$ cat config.mk
export PLATFORM = sky130hd
export DESIGN_NAME = bitplane_popcount_dot_product
export DESIGN_NICKNAME = d
export VERILOG_FILES = /design/src/rtl/bpdp_pkg.sv /design/src/rtl/bpdp_popcount.sv /design/src/rtl/bpdp_accum.sv /design/src/rtl/bitplane_popcount_dot_product.sv
export SDC_FILE = /design/constraint.sdc
export NUM_CORES = 1
export LEC_CHECK = 0
export BUFFER_PORTS_ARGS = -buffer_cell sky130_fd_sc_hd__buf_2
export CAP_MARGIN = 30
export CORE_ASPECT_RATIO = 1.1
export CORE_MARGIN = 2
export CORE_UTILIZATION = 40
export CTS_CLUSTER_DIAMETER = 60
export DETAILED_ROUTE_END_ITERATION = 7
export PLACE_DENSITY = 0.7
export RECOVER_POWER = 50
export SETUP_SLACK_MARGIN = 0.1
export SLEW_MARGIN = 20
export SYNTH_ARGS = -nofsm -noshare
export SYNTH_HDL_FRONTEND = slang
export SYNTH_SLANG_ARGS = --single-unit
$ cat constraint.sdc
create_clock -name i_clk -period 35.3 [get_ports i_clk]
set_input_delay 8.825 -clock i_clk [delete_from_list [all_inputs] [get_ports i_clk]]
set_output_delay 8.825 -clock i_clk [all_outputs]
set_load 0.1 [all_outputs]
$ cat src/rtl/bpdp_pkg.sv
// constants, types and popcount helper for the bit-plane dot product block
package bpdp_pkg;

    localparam int DOC_W        = 64;
    localparam int PLANE_COUNT  = 4;
    localparam int PLANE_INPUTS = 4;
    localparam int PLANES_USED  = (PLANE_COUNT < PLANE_INPUTS) ? PLANE_COUNT : PLANE_INPUTS;
    localparam int NBYTES_W     = 4;
    localparam int BYTES        = DOC_W / 8;
    localparam int POP_W        = 7;
    localparam int WEIGHT_W     = POP_W + 1;
    localparam int SUM_W        = POP_W + PLANES_USED;
    localparam int ACC_W        = 32;
    localparam int FIELDS_W     = DOC_W * (1 + PLANE_INPUTS) + NBYTES_W;
    localparam int S_TDATA_W    = ((FIELDS_W + 7) / 8) * 8;
    localparam int M_TDATA_W    = ACC_W;
    localparam int APB_DATA_W   = 32;
    localparam int APB_ADDR_W   = 2;

    localparam logic [DOC_W-1:0] EVEN_BITS = 64'h5555_5555_5555_5555;

    // register indexes
    localparam logic [0:0] REG_TWO_BIT_CODES = 1'b0;

    typedef logic [PLANE_INPUTS-1:0][DOC_W-1:0] t_plane_words;

    typedef struct packed {
        logic             valid;
        logic             last;
        logic [SUM_W-1:0] sum;
    } t_sum_beat;

    // parallel bit count, six folding steps
    function automatic logic [POP_W-1:0] pop64(input logic [DOC_W-1:0] v);
        logic [DOC_W-1:0] x;
        x = v - ((v >> 1) & 64'h5555_5555_5555_5555);
        x = (x & 64'h3333_3333_3333_3333) + ((x >> 2) & 64'h3333_3333_3333_3333);
        x = (x + (x >> 4)) & 64'h0f0f_0f0f_0f0f_0f0f;
        x = x + (x >> 8);
        x = x + (x >> 16);
        x = x + (x >> 32);
        return x[POP_W-1:0];
    endfunction

endpackage

$ cat src/rtl/bpdp_popcount.sv
// masks the document word and forms the weighted plane popcount sum
module bpdp_popcount (
    input  logic [bpdp_pkg::DOC_W-1:0]    i_doc_word,
    input  bpdp_pkg::t_plane_words        i_planes,
    input  logic [bpdp_pkg::NBYTES_W-1:0] i_valid_bytes,
    input  logic                          i_two_bit,
    output logic [bpdp_pkg::SUM_W-1:0]    o_sum
);
    import bpdp_pkg::*;

    logic [DOC_W-1:0]    word;
    logic [DOC_W-1:0]    lo;
    logic [DOC_W-1:0]    hi;
    logic [WEIGHT_W-1:0] weight [PLANES_USED];

    // bytes at or above the count are zeroed; counts above eight keep all
    always_comb begin
        for (int b = 0; b < BYTES; b++) begin
            word[b*8 +: 8] = (NBYTES_W'(b) < i_valid_bytes) ? i_doc_word[b*8 +: 8] : 8'h00;
        end
    end

    assign lo = i_two_bit ? (word & EVEN_BITS) : word;
    assign hi = i_two_bit ? ((word >> 1) & EVEN_BITS) : '0;

    always_comb begin
        for (int p = 0; p < PLANES_USED; p++) begin
            weight[p] = WEIGHT_W'(pop64(lo & i_planes[p]))
                      + {pop64(hi & i_planes[p]), 1'b0};
        end
    end

    always_comb begin
        o_sum = '0;
        for (int p = 0; p < PLANES_USED; p++) begin
            o_sum = o_sum + (SUM_W'(weight[p]) << p);
        end
    end

endmodule

$ cat src/rtl/bpdp_accum.sv
// running total and result register with handshake to the output side
module bpdp_accum (
    input  logic                           i_clk,
    input  logic                           i_rst_n,
    input  bpdp_pkg::t_sum_beat            i_beat,
    output logic                           o_take,
    input  logic                           i_m_tready,
    output logic                           o_m_tvalid,
    output logic [bpdp_pkg::M_TDATA_W-1:0] o_m_tdata
);
    import bpdp_pkg::*;

    logic [ACC_W-1:0] r_total;
    logic [ACC_W-1:0] n_total;
    logic             r_out_valid;
    logic             n_out_valid;
    logic [ACC_W-1:0] r_out_data;

    // a beat without last only folds into the total and never waits
    assign o_take  = i_beat.valid && (!i_beat.last || !r_out_valid || i_m_tready);
    assign n_total = r_total + ACC_W'(i_beat.sum);

    // a new result replaces one that leaves in the same cycle
    assign n_out_valid = (o_take && i_beat.last) || (r_out_valid && !i_m_tready);

    always_ff @(posedge i_clk) begin
        if (!i_rst_n) begin
            r_total     <= '0;
            r_out_valid <= 1'b0;
        end else begin
            r_out_valid <= n_out_valid;
            if (o_take) begin
                if (i_beat.last) begin
                    r_total <= '0;
                end else begin
                    r_total <= n_total;
                end
            end
        end
    end

    always_ff @(posedge i_clk) begin
        if (o_take && i_beat.last) begin
            r_out_data <= n_total;
        end
    end

    assign o_m_tvalid = r_out_valid;
    assign o_m_tdata  = r_out_data;

endmodule

$ cat src/rtl/bitplane_popcount_dot_product.sv
// top level of the bit-plane popcount dot product block
//
// input beats arrive on the s_axis channel: one document word, the matching
// word of each query plane and a valid byte count per beat, tlast on the
// final word of a document vector. each beat adds its weighted popcount sum
// to a 32-bit running total that wraps; a beat with tlast sends the total,
// itself included, on m_axis and clears it. other beats give no output.
// two_bit_codes (apb address 0) picks one-bit or two-bit document codes and
// should only be written while no vector is in flight.
// one beat is taken every cycle unless m_axis holds up a tlast beat; the
// figure is set by the single pass from input register through popcount and
// plane sum register to the accumulator; its result register drives m_axis.
// when m_axis stalls with a result pending, beats without tlast keep flowing;
// the next tlast beat waits in the sum register and s_axis_tready drops once
// the input register behind it is also full.
// synchronous reset clears the pipeline valids, the running total and the
// mode register; pready is always high.
module bitplane_popcount_dot_product (
    input  logic                             i_clk,
    input  logic                             i_rst_n,
    // apb configuration port
    input  logic                             psel,
    input  logic                             penable,
    input  logic                             pwrite,
    input  logic [bpdp_pkg::APB_ADDR_W-1:0]  paddr,
    input  logic [bpdp_pkg::APB_DATA_W-1:0]  pwdata,
    output logic [bpdp_pkg::APB_DATA_W-1:0]  prdata,
    output logic                             pready,
    // input stream
    input  logic                             s_axis_tvalid,
    output logic                             s_axis_tready,
    // doc_word[63:0], query_plane_0..3 [127:64..319:256], valid_bytes[323:320], zero pad
    input  logic [bpdp_pkg::S_TDATA_W-1:0]   s_axis_tdata,
    input  logic                             s_axis_tlast,
    // result stream
    output logic                             m_axis_tvalid,
    input  logic                             m_axis_tready,
    // dot_product[31:0]
    output logic [bpdp_pkg::M_TDATA_W-1:0]   m_axis_tdata
);
    import bpdp_pkg::*;

    logic                r_two_bit;
    logic                r_s1_valid;
    logic [DOC_W-1:0]    r_s1_word;
    t_plane_words        r_s1_planes;
    logic [NBYTES_W-1:0] r_s1_nbytes;
    logic                r_s1_last;
    logic                r_s2_valid;
    logic                r_s2_last;
    logic [SUM_W-1:0]    r_s2_sum;
    t_sum_beat           s2_beat;
    logic [SUM_W-1:0]    s1_sum;
    logic                s2_take;
    logic                s2_load;
    logic                s1_load;
    logic                cfg_write;

    // configuration; the single register answers at every byte offset of its word
    assign cfg_write = psel && penable && pwrite;
    assign pready    = 1'b1;
    assign prdata    = {{(APB_DATA_W-1){1'b0}}, r_two_bit};

    always_ff @(posedge i_clk) begin
        if (!i_rst_n) begin
            r_two_bit <= 1'b0;
        end else if (cfg_write && ((paddr >> 2) == APB_ADDR_W'(REG_TWO_BIT_CODES))) begin
            r_two_bit <= pwdata[0];
        end
    end

    // stage enables ripple back from the accumulator
    assign s2_load       = !r_s2_valid || s2_take;
    assign s1_load       = !r_s1_valid || s2_load;
    assign s_axis_tready = s1_load;

    always_ff @(posedge i_clk) begin
        if (!i_rst_n) begin
            r_s1_valid <= 1'b0;
            r_s2_valid <= 1'b0;
        end else begin
            if (s1_load) begin
                r_s1_valid <= s_axis_tvalid;
            end
            if (s2_load) begin
                r_s2_valid <= r_s1_valid;
            end
        end
    end

    always_ff @(posedge i_clk) begin
        if (s1_load && s_axis_tvalid) begin
            r_s1_word   <= s_axis_tdata[DOC_W-1:0];
            for (int p = 0; p < PLANE_INPUTS; p++) begin
                r_s1_planes[p] <= s_axis_tdata[DOC_W*(p+1) +: DOC_W];
            end
            r_s1_nbytes <= s_axis_tdata[DOC_W*(PLANE_INPUTS+1) +: NBYTES_W];
            r_s1_last   <= s_axis_tlast;
        end
        if (s2_load && r_s1_valid) begin
            r_s2_last <= r_s1_last;
            r_s2_sum  <= s1_sum;
        end
    end

    assign s2_beat = {r_s2_valid, r_s2_last, r_s2_sum};

    bpdp_popcount u_popcount (
        .i_doc_word    (r_s1_word),
        .i_planes      (r_s1_planes),
        .i_valid_bytes (r_s1_nbytes),
        .i_two_bit     (r_two_bit),
        .o_sum         (s1_sum)
    );

    bpdp_accum u_accum (
        .i_clk      (i_clk),
        .i_rst_n    (i_rst_n),
        .i_beat     (s2_beat),
        .o_take     (s2_take),
        .i_m_tready (m_axis_tready),
        .o_m_tvalid (m_axis_tvalid),
        .o_m_tdata  (m_axis_tdata)
    );

endmodule

==> summary.txt, run 1 <==
Synthesis
  • Post-synthesis cell area: 46700 sq um
  • Area contributors post-synth: ha_1, edfxtp_1, fa_1, xnor2_1, inv_1
  • Post-synth EDFFs: 369
  • Synth unique cells: 112
  • Sequential area share after synthesis: 25.3%
  • Top-area cell type share of the netlist area: 24.0%
  • Fraction of registers with async set or reset after synthesis: 0%
  • Mean Syn Cell Area: 9.74 sq um
  • Yosys top cell by area: ha_1
  • Most frequent cells after synthesis: ha_1, inv_1, edfxtp_1
  • Post-synthesis instance total: 4795
  • Seq cells post-synth: 405
  • Cell with the most instances after synthesis: ha_1
  • Most common flop cell mapped by yosys: edfxtp_1
  • Synth Warn #: 0

Drt
  • Final WL: 136000 um
  • Detail Route Antenna Nets: 0
  • # DRC: 1
  • Initial DRC count: 2686
  • Detailed Routing Iterations Pass 1: 8
  • Number of vias per cell: 5.54
  • Drt wl/cell: 20.3 um
  • Routed vias: 37200

STA
  • Achievable clock frequency: 53.8 MHz
  • Clock Skews: 0.0269 ns
  • Worst Tran Pin Value: 2.97 ns
  • Count of final setup violators: 0
  • Setup TNS: 0 ns
  • Final-report hold violation count: 0
  • Slew margin rel.: -97.8%
  • Period minus WS final: 18.57 ns
  • Pins Over Slew Limit: 81
  • Unrepaired setup endpoints after global routing: no
  • Period utilization: 52.6%

Global routing
  • Largest net degree at the start of global routing: 76
  • Vias in the first global route: 37300
  • GRT Total Usage: 22.3%
  • First-pass GRT wire length: 204000 um
  • Congestion Overflow GR: 0
  • Number of antenna violations at the first check in global routing: 8

Clocking
  • CTS Buffer Depth: 3
  • Hold-fix buffers at CTS: 0
  • Clock Pin Slew Worst Setup and Hold Paths: 0.06 ns
  • Post-CTS Resized: 0
  • TritonCTS Buffers: 46
  • Worst-Skew Late Latency: 0.62 ns
  • CTS tree: yes
  • Root Buffer: clkbuf_16
  • CTS sink count: 405
  • H-tree levels: 2
  • Postcts setup bufs: 0

Finish
  • Fraction of layout cells with a size suffix above 1: 9.37%
  • Register Area: 11800 sq um
  • Area growth from synthesis to layout: 10.8%
  • Nets: 6614
  • Footprint of the multi-input gates: 32600 sq um
  • FILL cells: 11100

Place
  • HPWL after DPL: 116000 um
  • Buffers on Ports: 367
  • Gpl congestion: 0.999

Floorplanning
  • Full die area: 119000 sq um
  • Initial core utilization: 40.3%
  • CORE AREA: 116000 sq um
  • IO Count: 437
  • Die height: 362 um
  • Row Count: 131
  • Die W: 330 um

Worst hold path
  • Hold WC Path Type: reg -> reg

Setup path
  • Critical path class: in -> out
  • Worst-path maximum fanout: 4
  • Crit. End Element: output port
  • CP required: 26.47 ns
  • Worst EP arrival: 9.75 ns
  • CP Launch Type: input port

Run status
  • Failing checks: design-rule violations, max-capacitance violations, max-slew violations
  • Status: complete, but fails checks

Job
  • Max Cap Viol: 2
[cells by family after synthesis]
kind of cell / Yosys count / share of synthesized area, %
fa+ha+maj: 1097 / 32.6
flops: 405 / 25.3
mux: 2 / 0.0429
xor+xnor: 436 / 8.18
buf+inv: 604 / 5.23
simple gates: 1217 / 13.7
compound gates: 1032 / 14.9
other cells: 2 / 0.0161
[flip-flops by register name, summed over array words and instances (netlist names)]
signal              count
r_s1_planes           256
r_s1_word              64
u_accum.o_m_tdata      32
u_accum.r_total        32
r_s2_sum               11
r_s1_nbytes             4
r_s1_last               1
r_s1_valid              1
r_s2_last               1
r_s2_valid              1
r_two_bit               1
u_accum.o_m_tvalid      1
[path summary, 6_finish.rpt]
path | from | end | slack [ns] | cells after the start
max reg2reg | r_s1_nbytes[3] | r_s2_sum[10] | 22.37 | 39
min | r_s1_last | r_s2_last | 0.45 | 0
min reg2reg | r_s1_last | r_s2_last | 0.45 | 0
max | m_axis_tready | s_axis_tready | 16.73 | 5
[cell type report]
cell class | count | area share [%]
diodes | 5 | 0.0242
inverters | 480 | 3.49
well taps | 1529 | 3.70
flip-flops and latches | 405 | 22.8
repair buffers | 398 | 3.89
clock buffers | 52 | 2.31
multi-input cells | 3816 | 63.0
clock inverters | 34 | 0.796
[through the flow]
| stage | instance area (sq um) | hold slack [ns] | std cells | worst slack, ns | util [%] |
|---|---|---|---|---|---|
| finish | 51700 | 0.448 | 6719 | 16.73 | 44.6 |
| global route | 51700 | 0.473 | 6714 | 16.63 | 44.6 |
| CTS | 51800 | 0.461 | 6713 | 16.72 | 44.7 |
| detailed placement | 50200 | 0.423 | 6627 | 16.72 | 43.3 |
| global placement | 50100 | 0.431 | 6625 | 16.77 | 43.3 |
| floorplan | 46800 | 0.400 | 4825 | 16.72 | - |
[per-layer routing]
layer	track usage [%]	part of all wire [%]	up-vias
li1	-	-	17800
met3	2.41	6.4	281
met2	39.2	48	1191
met1	27.2	40	18000
met4	10.2	5.1	2
met5	0	0.0095	-
[worst max-delay path, stage by stage]
cell     delay, ns
buf_2         0.09
nor2b_1       0.19
and3_1        0.26
nand2_1       0.08
buf_2         0.29
[layout by cell type, fill, tap and decap left out, types with 196 or more instances in the layout]
cell      netlist  routed
ha_1          895     895
inv_1         476     476
edfxtp_1      369     369
buf_2           7     313
xnor2_1       295     295
a21oi_1       225     225
a21o_1        222     222
nand3_1       210     210
nor2_1        211     209
nand2_1       209     209
fa_1          202     202
o21ai_0       196     196
Power of run 1 is left out: the tool's default activity adds up to more than one toggle a clock period on the data nets, which glitch-free logic cannot reach.
==> run 2: changes to the inputs <==
--- a/config.mk
+++ b/config.mk
@@ -12,7 +12,7 @@
 export CORE_UTILIZATION = 40
 export CTS_CLUSTER_DIAMETER = 60
 export DETAILED_ROUTE_END_ITERATION = 7
-export PLACE_DENSITY = 0.7
+export PLACE_DENSITY = 0.72
 export RECOVER_POWER = 50
 export SETUP_SLACK_MARGIN = 0.1
 export SLEW_MARGIN = 20
==> constraint.sdc (replaced) <==
create_clock -name i_clk -period 16 [get_ports i_clk]
set_input_delay 4 -clock i_clk [delete_from_list [all_inputs] [get_ports i_clk]]
set_output_delay 4 -clock i_clk [all_outputs]
set_load 0.1 [all_outputs]
==> run 2 against run 1 <==
The flow finishes with violations (max-capacitance violations, max-slew violations). Die area is the same. Non-clock buffer count is the same. Sequential share of layout area grew 0.10 points. Sequential cell count is the same. Count of clock-buffer cells in the layout shrank 2. First-iteration DRC count shrank 1.8%. Critical path type is now reg -> reg.
==> summary.txt, run 2 (synthesis gave the netlist of run 1 again) <==
Run status
  • Status: complete, but fails checks
  • Failing checks: max-capacitance violations, max-slew violations

Global routing
  • Met1 GRT Util: 28.1% (+0.82 points)
  • Largest net degree at the start of global routing: 78 (+2.6%)
  • GRT busiest layer: met2
  • Congestion Overflow GR: 0 (unchanged)
  • Global Route met3 Usage: 2.35% (-0.066 points)
  • GRT met2 Usage: 39.2% (-0.045 points)
  • Vias in the first global route: 37200 (-0.51%)
  • GRT Total Usage: 22.6% (+0.27 points)
  • First-pass GRT wire length: 206000 um (+1.1%)
  • Number of antenna violations at the first check in global routing: 2 (-6)

Setup path
  • Crit. End Element: flop
  • R2R cell count: 42 (+7.7%)
  • Worst EP arrival: 12.75 ns (+3.00 ns)
  • CP most frequent cell: ha_1
  • Reg2Reg Setup Slack: 3.59 ns (-18.78 ns)
  • Worst Setup EP: r_s2_sum[10]
  • Setup crit start: r_s1_nbytes[2]
  • Crit-path slowest cell: edfxtp_1
  • Reg2reg end: r_s2_sum[10]
  • FF-to-FF Start: r_s1_nbytes[2]
  • Critical path class: reg -> reg
  • Worst-path maximum fanout: 25 (+21)
  • CP peak stage delay: 0.68 ns (+0.39 ns)
  • CP required: 16.33 ns (-10.14 ns)
  • CP Launch Type: flop

Finish
  • Max FFs per register: 256 (unchanged)
  • Fraction of layout cells with a size suffix above 1: 9.02% (-0.36 points)
  • FILL cells: 11100 (-0.081%)
  • Area growth from synthesis to layout: 10.3%
  • Top reg by flops: r_s1_planes
  • Nets: 6612 (-0.030%)
  • Largest registers: r_s1_planes (256), r_s1_word (64)
  • Commonest non-fill, non-tap cell in the layout: ha_1
  • Most frequent cells in the layout: ha_1, inv_1, edfxtp_1, buf_2, xnor2_1

Drt
  • Detail Route Antenna Nets: 0 (unchanged)
  • Drt wl/cell: 20.6 um (+1.7%)
  • # DRC: 0 (-1)
  • Final WL: 138000 um (+1.5%)
  • Detailed Routing Iterations Pass 1: 6 (-2)
  • Initial DRC count: 2637 (-1.8%)
  • Number of vias per cell: 5.55 (about the same)
  • Routed vias: 37200 (-0.051%)

Clocking
  • Clock Pin Slew Worst Setup and Hold Paths: 0.06 ns (about the same)
  • TritonCTS Buffers: 44 (-4.3%)
  • CTS Buffer Depth: 3 (unchanged)
  • Postcts setup bufs: 0 (unchanged)
  • CTS sink count: 405 (unchanged)
  • Root Buffer: clkbuf_16
  • H-tree levels: 2 (unchanged)
  • Hold-fix buffers at CTS: 0 (unchanged)
  • Worst-Skew Late Latency: 0.61 ns (about the same)
  • Post-CTS Resized: 0 (unchanged)
  • CTS tree: yes

STA
  • Clock Skews: 0.0275 ns (+0.000633 ns)
  • Worst Tran Pin Value: 4.50 ns (+1.54 ns)
  • Unrepaired setup endpoints after global routing: no
  • Achievable clock frequency: 80.6 MHz
  • Setup TNS: 0 ns (unchanged)
  • Period minus WS final: 12.41 ns
  • Final-report hold violation count: 0 (unchanged)
  • Pins Over Slew Limit: 173 (+110%)
  • Slew margin rel.: -200% (-100 points)
  • Period utilization: 77.6%
  • Count of final setup violators: 0 (unchanged)

Place
  • Buffers on Ports: 367 (unchanged)
  • HPWL after DPL: 118000 um (+1.3%)
  • Gpl congestion: 0.952 (-4.8%)

Floorplanning
  • IO Count: 437 (unchanged)
  • Row Count: 131 (unchanged)
  • Die W: 330 um (unchanged)
  • Initial core utilization: 40.3% (unchanged)
  • CORE AREA: 116000 sq um (unchanged)
  • Die height: 362 um (unchanged)
  • Full die area: 119000 sq um (unchanged)

Worst hold path
  • Hold WC Path Type: reg -> reg

Job
  • Max Cap Viol: 4 (+2)
## run 2: cell count changes in the layout (fill, tap and decap cells not counted), moves of 3 or more
cell,change
diode_2,-4
clkbuf_1,+9
bufinv_16,-3
buf_2,-7
inv_8,-3
clkinv_1,+4
clkinvlp_4,-3
## run 2: layer usage
layer	share of wire, %	routed length, um
met1	41	57000
met2	48	66900
met3	5.6	7720
met4	5.0	6860
met5	0	0
## run 2: final cells by class
| type | count | area (sq um) | share of cell area, % |
|---|---|---|---|
| tap | 1529 | 1910 | 3.72 |
| timing repair buffer | 398 | 1970 | 3.83 |
| antenna | 1 | 2.50 | 0.00486 |
| inverter | 480 | 1800 | 3.50 |
| multi-input combinational | 3816 | 32600 | 63.3 |
| clock inverter | 30 | 278 | 0.539 |
| sequential | 405 | 11800 | 22.9 |
| clock buffer | 50 | 1140 | 2.22 |
## run 2: stage by stage
step / utilization [%] / cells / worst slack (ns) / hold slack [ns] / cell area (sq um)
CTS: 44.5 / 6707 / 3.79 / 0.463 / 51600
floorplan: - / 4825 / 2.89 / 0.400 / 46800
detailed placement: 43.3 / 6627 / 3.83 / 0.419 / 50200
global route: 44.4 / 6708 / 3.12 / 0.469 / 51500
finish: 44.4 / 6709 / 3.59 / 0.477 / 51500
global placement: 43.3 / 6626 / 4.01 / 0.444 / 50100
## run 2: how the worst min path moves through the flow
stage / startpoint / endpoint / slack [ns] / cells past startpoint
2_1_floorplan: r_s1_last / r_s2_last / 0.40 / 0
3_3_place_gp: r_s1_last / r_s2_last / 0.44 / 0
3_5_place_dp: r_s1_last / r_s2_last / 0.42 / 0
4_1_cts: r_s1_last / r_s2_last / 0.46 / 0
5_1_grt: r_s1_last / r_s2_last / 0.47 / 0
6_report: u_accum.r_total[0] / u_accum.r_total[0] / 0.48 / 2
## run 2: critical path, delay by kind of cell, from the launching register on
family,cells,cell delay [ns]
adder cells (fa/ha/maj),11,4.26
XOR/XNOR,6,1.34
flip-flops,1,0.68
AO/OA/AOI/OAI,12,3.71
AND/OR/NAND/NOR,7,1.38
buffers and inverters,6,0.76
Power of run 2 is left out for the same reason.
